<file path="config.mk">
export PLATFORM = sky130hd
export DESIGN_NAME = fccs_mac
export DESIGN_NICKNAME = d
export VERILOG_FILES = /design/src/sv/fccs_pkg.sv /design/src/sv/fccs_mac.sv
export SDC_FILE = /design/constraint.sdc
export NUM_CORES = 2
export LEC_CHECK = 0
export ABC_AREA = 0
export BUFFER_PORTS_ARGS = -buffer_cell sky130_fd_sc_hd__buf_2
export CAP_MARGIN = 15
export CORE_ASPECT_RATIO = 0.75
export CORE_MARGIN = 8
export CORE_UTILIZATION = 42
export CTS_CLUSTER_SIZE = 24
export DETAILED_ROUTE_END_ITERATION = 8
export PLACE_DENSITY = 0.58
export SYNTH_ARGS = -nofsm -noshare
export SYNTH_HDL_FRONTEND = slang
export SYNTH_SLANG_ARGS = --single-unit
</file>
<file path="constraint.sdc">
create_clock -name clk -period 20.1 [get_ports clk]
set_clock_uncertainty 0.2 [all_clocks]
set_input_delay 4.02 -clock clk [delete_from_list [all_inputs] [get_ports clk]]
set_output_delay 4.02 -clock clk [all_outputs]
set_load 0.02 [all_outputs]
</file>
<file path="src/sv/fccs_pkg.sv">
// shared types and constants of the friction contact case solver
package fccs_pkg;

  localparam int FRAC_BITS_DEF = 16;
  localparam int EPS_LSB_DEF   = 7;

  localparam int M_W   = 34;
  localparam int OP_W  = 35;
  localparam int COF_W = 66;
  localparam int DET_W = 100;
  localparam int V_W   = 66;
  localparam int Q_W   = 34;

  localparam logic [1:0] CASE_NEG   = 2'd0;
  localparam logic [1:0] CASE_STICK = 2'd1;
  localparam logic [1:0] CASE_POS   = 2'd2;
  localparam logic [1:0] COL_NONE   = 2'd3;

  typedef struct packed {
    logic en;
    logic to_cof;
    logic clr;
    logic neg;
    logic sh32;
  } mac_op_t;

endpackage

</file>
<file path="src/sv/fccs_mac.sv">
// shared multiply-accumulate unit with cofactor and wide accumulators
module fccs_mac (
  input  logic                                  clk,
  input  fccs_pkg::mac_op_t                     op,
  input  logic signed [fccs_pkg::OP_W-1:0]      opa,
  input  logic signed [fccs_pkg::OP_W-1:0]      opb,
  input  logic signed [fccs_pkg::DET_W-1:0]     init,
  output logic signed [fccs_pkg::DET_W-1:0]     acc,
  output logic signed [fccs_pkg::COF_W-1:0]     cof
);
  import fccs_pkg::*;

  logic signed [2*OP_W-1:0]  prod;
  logic signed [DET_W-1:0]   pext;
  logic signed [DET_W-1:0]   pterm;
  logic signed [COF_W-1:0]   cterm;

  assign prod = opa * opb;

  always_comb begin
    pext = DET_W'(prod);
    if (op.sh32) begin
      pext = pext <<< 32;
    end
    pterm = op.neg ? -pext : pext;
    cterm = op.neg ? -COF_W'(prod) : COF_W'(prod);
  end

  always_ff @(posedge clk) begin
    if (op.en) begin
      if (op.to_cof) begin
        cof <= (op.clr ? COF_W'(0) : cof) + cterm;
      end else begin
        acc <= (op.clr ? init : acc) + pterm;
      end
    end
  end

endmodule

</file>
==> results.cfg <==
[synthesis]
avgSynthCellArea_sq_um = 8.88
synth_top_family_by_area = adder cells
yosys.area_share.simple_pct = 18.0
yosys_warnings = 0
synth.most_common_cell = fa_1
synth_area_sq_um = 65200
synthTopCellsByArea = fa_1 40%, edfxtp_1 7.6%, inv_1 7.2%, ha_1 7.2%, and2_1 6.7%
synth_top_area_share_pct = 40.3
synth_common_cells = 1313 x fa_1, 1258 x inv_1, 827 x nand2_1
async_flop_share_pct = 0
synth_xor_area_share_pct = 4.70
syn-instance-count = 7342
synth_flop_cell = edfxtp_1
synth-seq-cells = 166
ys_types = 101
synth_compound_area_share_pct = 10.7
muxShareOfSynthArea_pct = 2.02
yosys.area.top_type = fa_1
syn_nets = 9204
synth_edf_count = 166
synth_fa_ha_area_share_pct = 47.5
yosysSeqAreaShare_pct = 7.64

[clocking]
root_buffer = clkbuf_16
holdBufCountCts = 0
post-cts-setup-buffer-count = 0
clk_pin_slew_ns = 0.08
cts_resized = 0
cts_num_sinks = 166
cts_htree_levels = 4
cts_buffer_depth = 2
insertion_delay_ns = 0.49
cts_inserted_buffers = 17
cts_tree = yes

[floorplanning]
num_io_pins = 342
start_util_pct = 42.2
dieHeight_um = 357
core-area_sq_um = 155000
die_x_um = 471
fp-row-count = 125
die_area_sq_um = 168000

[finish]
area_growth_pct = 5.82
fin_util_pct = 44.7
finalNonFillerCells = 9425
fin_nets = 9232
drive_gt1_share_pct = 8.00

[routing]
wl_per_cell_um = 23.6
wl_um = 223000
drt-initial-drc-count = 4994
drt-vias-per-instance = 5.60
drc = 0
vias = 52800
firstDrtPassIters = 7
final_antenna_net_count = 0

[global_routing]
antenna_found_initial = 11
grt_util_all_layers_pct = 26.3
grt_pass1_vias = 55200
grt_pass1_wl_um = 343000
grt_max_degree = 104
gr-total-overflow = 0

[flow_run]
drv_cap = 0

[place]
gp_congestion = 0.965
place_hpwl_um = 181000
post-place-cells = 9382
port_buffers = 341
post-place-ws_ns = 1.52

[sta]
hold_viol_final = 0
period_share_pct = 91.8
finalSetupTns_ns = 0
maxSlewHeadroom_pct = 10.3
setup_viol = 0
worst_slew_pin_slew_ns = 1.34
rsz0062_at_grt = false
min_period_ns = 18.44
fmaxAchievable_mhz = 54.2
worst_slack_ns = 1.66
slew_viol_final = 0

[status]
outcome = completed

[critical_path]
cp-end-kind = flop
slowest_stage = fa_1
slowest_delay_ns = 1.01
startpoint_type = primary input
cp_max_fo = 35
cp.required_ns = 20.13
crit_path_frequent_cell = fa_1
critPathArrivalTime_ns = 18.47
critPathKind = primary input to flop

[worst_hold_path]
hold_path.class = flop to flop
==> worst max-delay path, delay by kind of cell <==
family | cells | cell delay, ns
buffers and inverters | 7 | 1.68
AO/OA/AOI/OAI | 14 | 4.96
adder cells (fa/ha/maj) | 10 | 5.68
XOR/XNOR | 3 | 0.46
AND/OR/NAND/NOR | 8 | 1.61
==> per-layer routing <==
| layer | up-vias | GRT usage, % | wire (um) |
|---|---|---|---|
| li1 | 23300 | - | - |
| met1 | 27000 | 38.3 | 99700 |
| met2 | 2276 | 40.4 | 96900 |
| met3 | 253 | 5.95 | 21100 |
| met4 | 6 | 5.30 | 4850 |
| met5 | - | 0 | 36 |
==> sequential cells by signal (all words and copies together) (netlist names) <==
signal / flops
cof: 66
acc: 100
==> cells by family (layout without fill, tap and decap cells) <==
kind of cell,Yosys count,after routing
mux,119,119
compound gates,1078,1078
other cells,0,10
buf+inv,1642,1683
simple gates,2301,2301
xor+xnor,350,350
flops,166,166
fa+ha+maj,1686,1686
==> per-stage QoR <==
stage	area, sq um	hold slack, ns
6_report	69000	0.544
5_1_grt	69000	0.568
4_1_cts	69000	0.533
3_5_place_dp	68400	0.499
3_3_place_gp	68400	0.499
2_1_floorplan	65200	0.624
==> final cells by class <==
| cell class | instances | area (sq um) |
|---|---|---|
| clock buffers | 17 | 425 |
| repair buffers | 392 | 2100 |
| flip-flops and latches | 166 | 4980 |
| inverters | 1259 | 4730 |
| well taps | 2032 | 2540 |
| diodes | 10 | 25.0 |
| fillers | 15200 | 85500 |
| clock inverters | 15 | 154 |
| multi-input cells | 5534 | 54000 |
==> path summary, 6_finish.rpt <==
| path | cells past startpoint | slack (ns) | to | startpoint |
|---|---|---|---|---|
| max reg2reg | 16 | 14.00 | acc[93] | acc[1] |
| min | 2 | 0.54 | acc[0] | acc[0] |
| min reg2reg | 2 | 0.54 | acc[0] | acc[0] |
| max | 42 | 1.66 | acc[93] | opb[2] |
==> cell usage in the layout (no fill, tap or decap), drive strengths merged, types with 10 or more instances in the layout <==
cell,n
fa,1313
inv,1269
nand2,827
and2,702
buf,392
ha,373
a21oi,313
nor2,245
o21ai,245
xnor2,242
edfxtp,166
a21o,128
xor2,108
nor2b,102
mux2,101
nand3,83
nor3,74
nand4,71
o21bai,49
nand2b,46
o31ai,44
a211oi,39
o21a,38
and3,38
or3,28
a31oi,25
o211ai,25
or2,21
nor4,19
mux2i,18
a21boi,18
o41ai,18
clkbuf,17
and4,14
o2111ai,13
a311oi,11
diode,10
Power is not shown: default switching activity piles up to over one toggle a cycle in this logic, so the estimate is an artifact.
