## src/sv/fccs_pkg.sv

```systemverilog
// shared types and constants of the friction contact case solver
package fccs_pkg;

  localparam int FRAC_BITS_DEF = 16;
  localparam int EPS_LSB_DEF   = 7;

  localparam int M_W   = 34;
  localparam int OP_W  = 35;
  localparam int COF_W = 66;
  localparam int DET_W = 100;
  localparam int V_W   = 66;
  localparam int Q_W   = 34;

  localparam logic [1:0] CASE_NEG   = 2'd0;
  localparam logic [1:0] CASE_STICK = 2'd1;
  localparam logic [1:0] CASE_POS   = 2'd2;
  localparam logic [1:0] COL_NONE   = 2'd3;

  typedef struct packed {
    logic en;
    logic to_cof;
    logic clr;
    logic neg;
    logic sh32;
  } mac_op_t;

endpackage

```

## src/sv/fccs_div.sv

```systemverilog
// restoring divider with round half away from zero and 32-bit saturation
module fccs_div #(
  parameter int FRAC_BITS = fccs_pkg::FRAC_BITS_DEF
) (
  input  logic                               clk,
  input  logic                               rst,
  input  logic                               start,
  input  logic signed [fccs_pkg::DET_W-1:0]  n,
  input  logic signed [fccs_pkg::DET_W-1:0]  d,
  output logic                               done,
  output logic signed [31:0]                 res
);
  import fccs_pkg::*;

  localparam int CW    = DET_W + FRAC_BITS + 35;
  localparam int CNT_W = $clog2(Q_W);

  logic [DET_W-1:0] n_abs;
  logic [DET_W-1:0] d_abs;
  logic [CW-1:0]    num;
  logic [CW-1:0]    den0;
  logic [CW-1:0]    rem;
  logic [CW-1:0]    dsh;
  logic [CW-1:0]    rem_next;
  logic [Q_W-1:0]   q;
  logic [Q_W-1:0]   q_next;
  logic [CNT_W-1:0] cnt;
  logic             neg;
  logic             ovf;
  logic             busy;
  logic             ge;
  logic signed [31:0] fin;

  always_comb begin
    n_abs    = n[DET_W-1] ? DET_W'(-n) : DET_W'(n);
    d_abs    = d[DET_W-1] ? DET_W'(-d) : DET_W'(d);
    num      = (CW'(n_abs) << (FRAC_BITS + 1)) + CW'(d_abs);
    den0     = CW'(d_abs) << Q_W;
    ge       = rem >= dsh;
    rem_next = ge ? rem - dsh : rem;
    q_next   = {q[Q_W-2:0], ge};
    if (neg) begin
      if (ovf || (q_next > Q_W'(64'h8000_0000))) begin
        fin = 32'sh8000_0000;
      end else begin
        fin = -$signed(q_next[31:0]);
      end
    end else begin
      if (ovf || (q_next[Q_W-1:31] != '0)) begin
        fin = 32'sh7fff_ffff;
      end else begin
        fin = $signed(q_next[31:0]);
      end
    end
  end

  always_ff @(posedge clk) begin
    if (rst) begin
      busy <= 1'b0;
      done <= 1'b0;
    end else begin
      done <= !start && busy && (cnt == '0);
      if (start) begin
        rem  <= num;
        dsh  <= den0;
        q    <= '0;
        neg  <= n[DET_W-1] ^ d[DET_W-1];
        ovf  <= num >= (CW'(d_abs) << (Q_W + 1));
        cnt  <= CNT_W'(Q_W - 1);
        busy <= 1'b1;
      end else if (busy) begin
        rem <= rem_next;
        dsh <= dsh >> 1;
        q   <= q_next;
        if (cnt == '0) begin
          busy <= 1'b0;
          res  <= fin;
        end else begin
          cnt <= cnt - 1'b1;
        end
      end
    end
  end

endmodule

```

## config.mk

```make
export PLATFORM = sky130hd
export DESIGN_NAME = fccs_div
export DESIGN_NICKNAME = d
export VERILOG_FILES = /design/src/sv/fccs_pkg.sv /design/src/sv/fccs_div.sv
export SDC_FILE = /design/constraint.sdc
export NUM_CORES = 2
export LEC_CHECK = 0
export BUFFER_PORTS_ARGS = -buffer_cell sky130_fd_sc_hd__buf_2
export CORE_MARGIN = 3
export CORE_UTILIZATION = 51
export DETAILED_ROUTE_END_ITERATION = 12
export MAX_ROUTING_LAYER = met4
export PLACE_DENSITY = 0.72
export SLEW_MARGIN = 10
export SYNTH_ARGS = -nofsm -noshare
export SYNTH_HDL_FRONTEND = slang
export SYNTH_SLANG_ARGS = --single-unit
```

## constraint.sdc

```tcl
create_clock -name clk -period 14.6 [get_ports clk]
set_input_delay 1.46 -clock clk [delete_from_list [all_inputs] [get_ports clk]]
set_output_delay 1.46 -clock clk [all_outputs]
set_load 0.01 [all_outputs]
```

==> impl_metrics.csv <==
group,metric,value,unit
sta,clock_skew,22.7,ps
place,port_buffers,235,
pwr,powerDensity,114,mW/mm^2
logic_synthesis,synth_top_family_by_area,"compound AO/OA/AOI/OAI gates",
floorplan,die_area,0.0735,mm^2
clock_network,clock_latency,560,ps
logic_synthesis,synth_top_cells_by_area,"edfxtp_1 (30%), ha_1 (10%), a21oi_1 (6.1%)",
worst_setup_path,startpoint,"d[0]",
layout,nNetsFinal,4943,
floorplan,fp-row-count,96,
global_routing,antenna_found_initial,3,
global_routing,grt_pass1_wl,182,mm
logic_synthesis,netlist_instances,4321,
sta,setup_viol,0,
detailed_routing,dr_total_vias,34100,
logic_synthesis,ys_ff_latch,360,
clock_network,ctsResizeCount,0,
worst_setup_path,worst_ep_required_time,14990,ps
global_routing,grt_overflow,0,
detailed_routing,via_per_inst,6.31,
logic_synthesis,synth_compound_area_share,23.5,%
worst_setup_path,startpoint_type,"input pin",
clock_network,cts_sinks,360,
sta,fin_tns_setup,0,ps
logic_synthesis,ys_types,104,
floorplan,die_h,271,um
clock_network,cts_buffers,39,
detailed_routing,wirelength,120,mm
clock_network,cts_tree,"done",
floorplan,core_region_area,0.0691,mm^2
logic_synthesis,yosysMostFrequentCell,"a21oi_1",
pwr,combinationalPowerShare,47.7,%
worst_setup_path,crit_path_end_kind,"register",
detailed_routing,ant_nets,0,
layout,area_growth,8.70,%
place,gp_congestion,1.03,
sta,maxSlewViolCount,0,
sta,max_slew_margin,23.5,%
logic_synthesis,yosys.area_share.simple,19.2,%
layout,design_area,0.0389,mm^2
sta,worstMarginPinSlew,1150,ps
logic_synthesis,synth_top_area_cell,"edfxtp_1",
clock_network,hold_buffers,0,
logic_synthesis,async_flop_share,0,%
logic_synthesis,syn-cell-area,0.0358,mm^2
worst_setup_path,rrSetupSlack,4660,ps
floorplan,initial_core_util,51.9,%
clock_network,path_clk_slew,70,ps
sta,period_share,80.7,%
worst_setup_path,cp_max_fo,6,
logic_synthesis,synth-adder-area-share,10.6,%
detailed_routing,avgRoutedWirePerCell,22.2,um
place,placedInstanceArea,0.0377,mm^2
worst_setup_path,cpMaxStageDelayCell,"nor2_1",
global_routing,grt_max_degree,121,
place,dp_hpwl,96.0,mm
logic_synthesis,synth_top_area_share,30.0,%
worst_setup_path,r2r_cells,29,
worst_setup_path,endpoint,"ovf",
sta,grt_setup_unrepaired,"no",
pwr,clkPwrFrac,22.3,%
sta,final.min_clock_period,11790,ps
clock_network,cts_max_level,2,
worst_setup_path,rr_endpoint,"res[28]",
floorplan,die_x,271,um
pwr,pwr-share-seq,29.9,%
pwr,power.switching,1.84,mW
flow_run,cap_viol_max_count,0,
worst_hold_path,hold_class,"register to register",
layout,drive_above_1_share,9.04,%
pwr,p_sw_share,41.3,%
detailed_routing,first_pass_iters,6,
sta,hold_viol_final,0,
detailed_routing,drc,0,
clock_network,cts_root_buf,"clkbuf_16",
logic_synthesis,syn-num-nets,4820,
logic_synthesis,synth.yosys.seq_area_share,30.1,%
worst_setup_path,cp_data_arrival_time,12180,ps
status,status,"finished clean",
logic_synthesis,yosys_warnings,0,
logic_synthesis,synthXorXnorAreaFrac,10.8,%
clock_network,cts_buffer_depth,3,
logic_synthesis,avgSynthCellArea,8.29,um^2
logic_synthesis,dominantRegCellSynth,"edfxtp_1",
pwr,cellLeakagePower,16.1,nW
pwr,ir_worst_vdd,73.9,uV
detailed_routing,drt-initial-drc-count,4403,
pwr,power.internal,2.61,mW
worst_setup_path,rr_startpoint,"dsh[1]",
global_routing,grt_pass1_vias,31200,
global_routing,track_usage,32.1,%
sta,fmax,0.0848,GHz
worst_setup_path,slowest_delay,680,ps
logic_synthesis,synthMuxAreaShare,0.625,%
floorplan,ios,236,
worst_setup_path,worstSetupPathType,"input pin to register",
logic_synthesis,synth_edf_count,358,
clock_network,cts_setup_buffers,0,
logic_synthesis,synth_common_cells,"a21oi_1 (440), nor2_1 (390), edfxtp_1 (358)",
[worst max-delay path, delay by kind of cell]
| kind | cells | cell delay (ps) |
|---|---|---|
| buf+inv | 3 | 360 |
| xor+xnor | 2 | 640 |
| compound gates | 12 | 2940 |
| simple gates | 19 | 4750 |
| fa+ha+maj | 6 | 2000 |
[kinds of logic after synthesis]
| group | count (synthesis) |
|---|---|
| DFF | 360 |
| and+or+nand+nor | 1386 |
| buffers and inverters | 486 |
| AOI/OAI and AO/OA | 1324 |
| other | 1 |
| adders and majority gates | 303 |
| xor gates and xnor gates | 440 |
| muxes | 21 |
[layout make-up]
| cell class | count | area, um^2 |
|---|---|---|
| Clock buffer | 43 | 1010 |
| Antenna cell | 2 | 5.00 |
| Clock inverter | 25 | 224 |
| Fill cell | 6534 | 30100 |
| Multi-Input combinational cell | 3475 | 23200 |
| Tap cell | 931 | 1160 |
| Sequential cell | 360 | 10800 |
| Inverter | 311 | 1170 |
| Timing Repair Buffer | 257 | 1360 |
[sequential cells by signal, indices dropped and copies added, names as in the netlist]
name and count:
busy 1, cnt 6, done 1, dsh 134, neg 1, ovf 1, q 33, rem 151
res 32
[power by group through the flow]
stage / Combinational (mW) / Clock (mW) / Sequential [mW]
finish: 2.12 / 0.993 / 1.33
global route: 2.31 / 1.04 / 1.34
CTS: 2.06 / 1.00 / 1.33
detailed placement: 2.04 / 0 / 1.35
global placement: 2.03 / 0 / 1.35
floorplan: 1.44 / 0 / 1.34
[per-stage QoR]
stage	setup WS [ps]	std cells	util, %	hold slack, ps	power, mW
after floorplan	3360	4321	-	491	2.79
after global placement	2840	5334	54.6	520	3.37
after detailed placement	2550	5334	54.6	517	3.39
after CTS	3080	5402	56.4	528	4.39
after global routing	2200	5404	56.4	543	4.68
final	2810	5404	56.4	526	4.44
[cell usage in the layout, fill, tap and decap left out, types with 12 or more instances in the layout]
| cell type | synthesis | final |
|---|---|---|
| o41ai_1 | 41 | 41 |
| a41oi_1 | 12 | 12 |
| xor2_1 | 190 | 190 |
| clkbuf_16 | 0 | 40 |
| nor4_1 | 54 | 54 |
| a21o_1 | 167 | 167 |
| or3_1 | 61 | 61 |
| buf_4 | 1 | 24 |
| o311ai_0 | 19 | 19 |
| o31ai_1 | 75 | 75 |
| a21oi_1 | 440 | 439 |
| o21bai_1 | 53 | 53 |
| nor2b_1 | 81 | 81 |
| nand2_1 | 339 | 339 |
| ha_1 | 294 | 294 |
| o211ai_1 | 12 | 12 |
| or4_1 | 43 | 43 |
| buf_2 | 2 | 232 |
| a211oi_1 | 19 | 19 |
| and2_1 | 27 | 27 |
| edfxtp_1 | 358 | 358 |
| inv_1 | 309 | 309 |
| nor2_1 | 390 | 389 |
| a21boi_0 | 12 | 12 |
| or2_2 | 24 | 24 |
| nand4_1 | 90 | 90 |
| and3_1 | 25 | 25 |
| xnor2_1 | 248 | 248 |
| o21ai_0 | 292 | 292 |
| nor3_1 | 84 | 84 |
| clkinv_2 | 0 | 12 |
| nand3_1 | 56 | 56 |
| nand2b_1 | 56 | 56 |
| a31oi_1 | 29 | 29 |
| o21a_1 | 25 | 25 |
[routing by layer]
metal	wire length (um)	share of wire (%)	track usage, %	up-vias
li1	-	-	-	16100
met5	0	0	-	-
met3	11900	10	4.35	199
met2	50700	42	46.7	1725
met4	3650	3.0	9.17	0
met1	53500	45	46.6	16100
[worst min-delay path by stage]
stage               from  slack, ps  cells after the start  endpoint
floorplan           busy        490                      1      done
global placement    busy        520                      1      done
detailed placement  busy        520                      1      done
CTS                 busy        530                      1      done
global route        busy        540                      1      done
finish              busy        530                      1      done
Power figures use the tool's default switching activity.
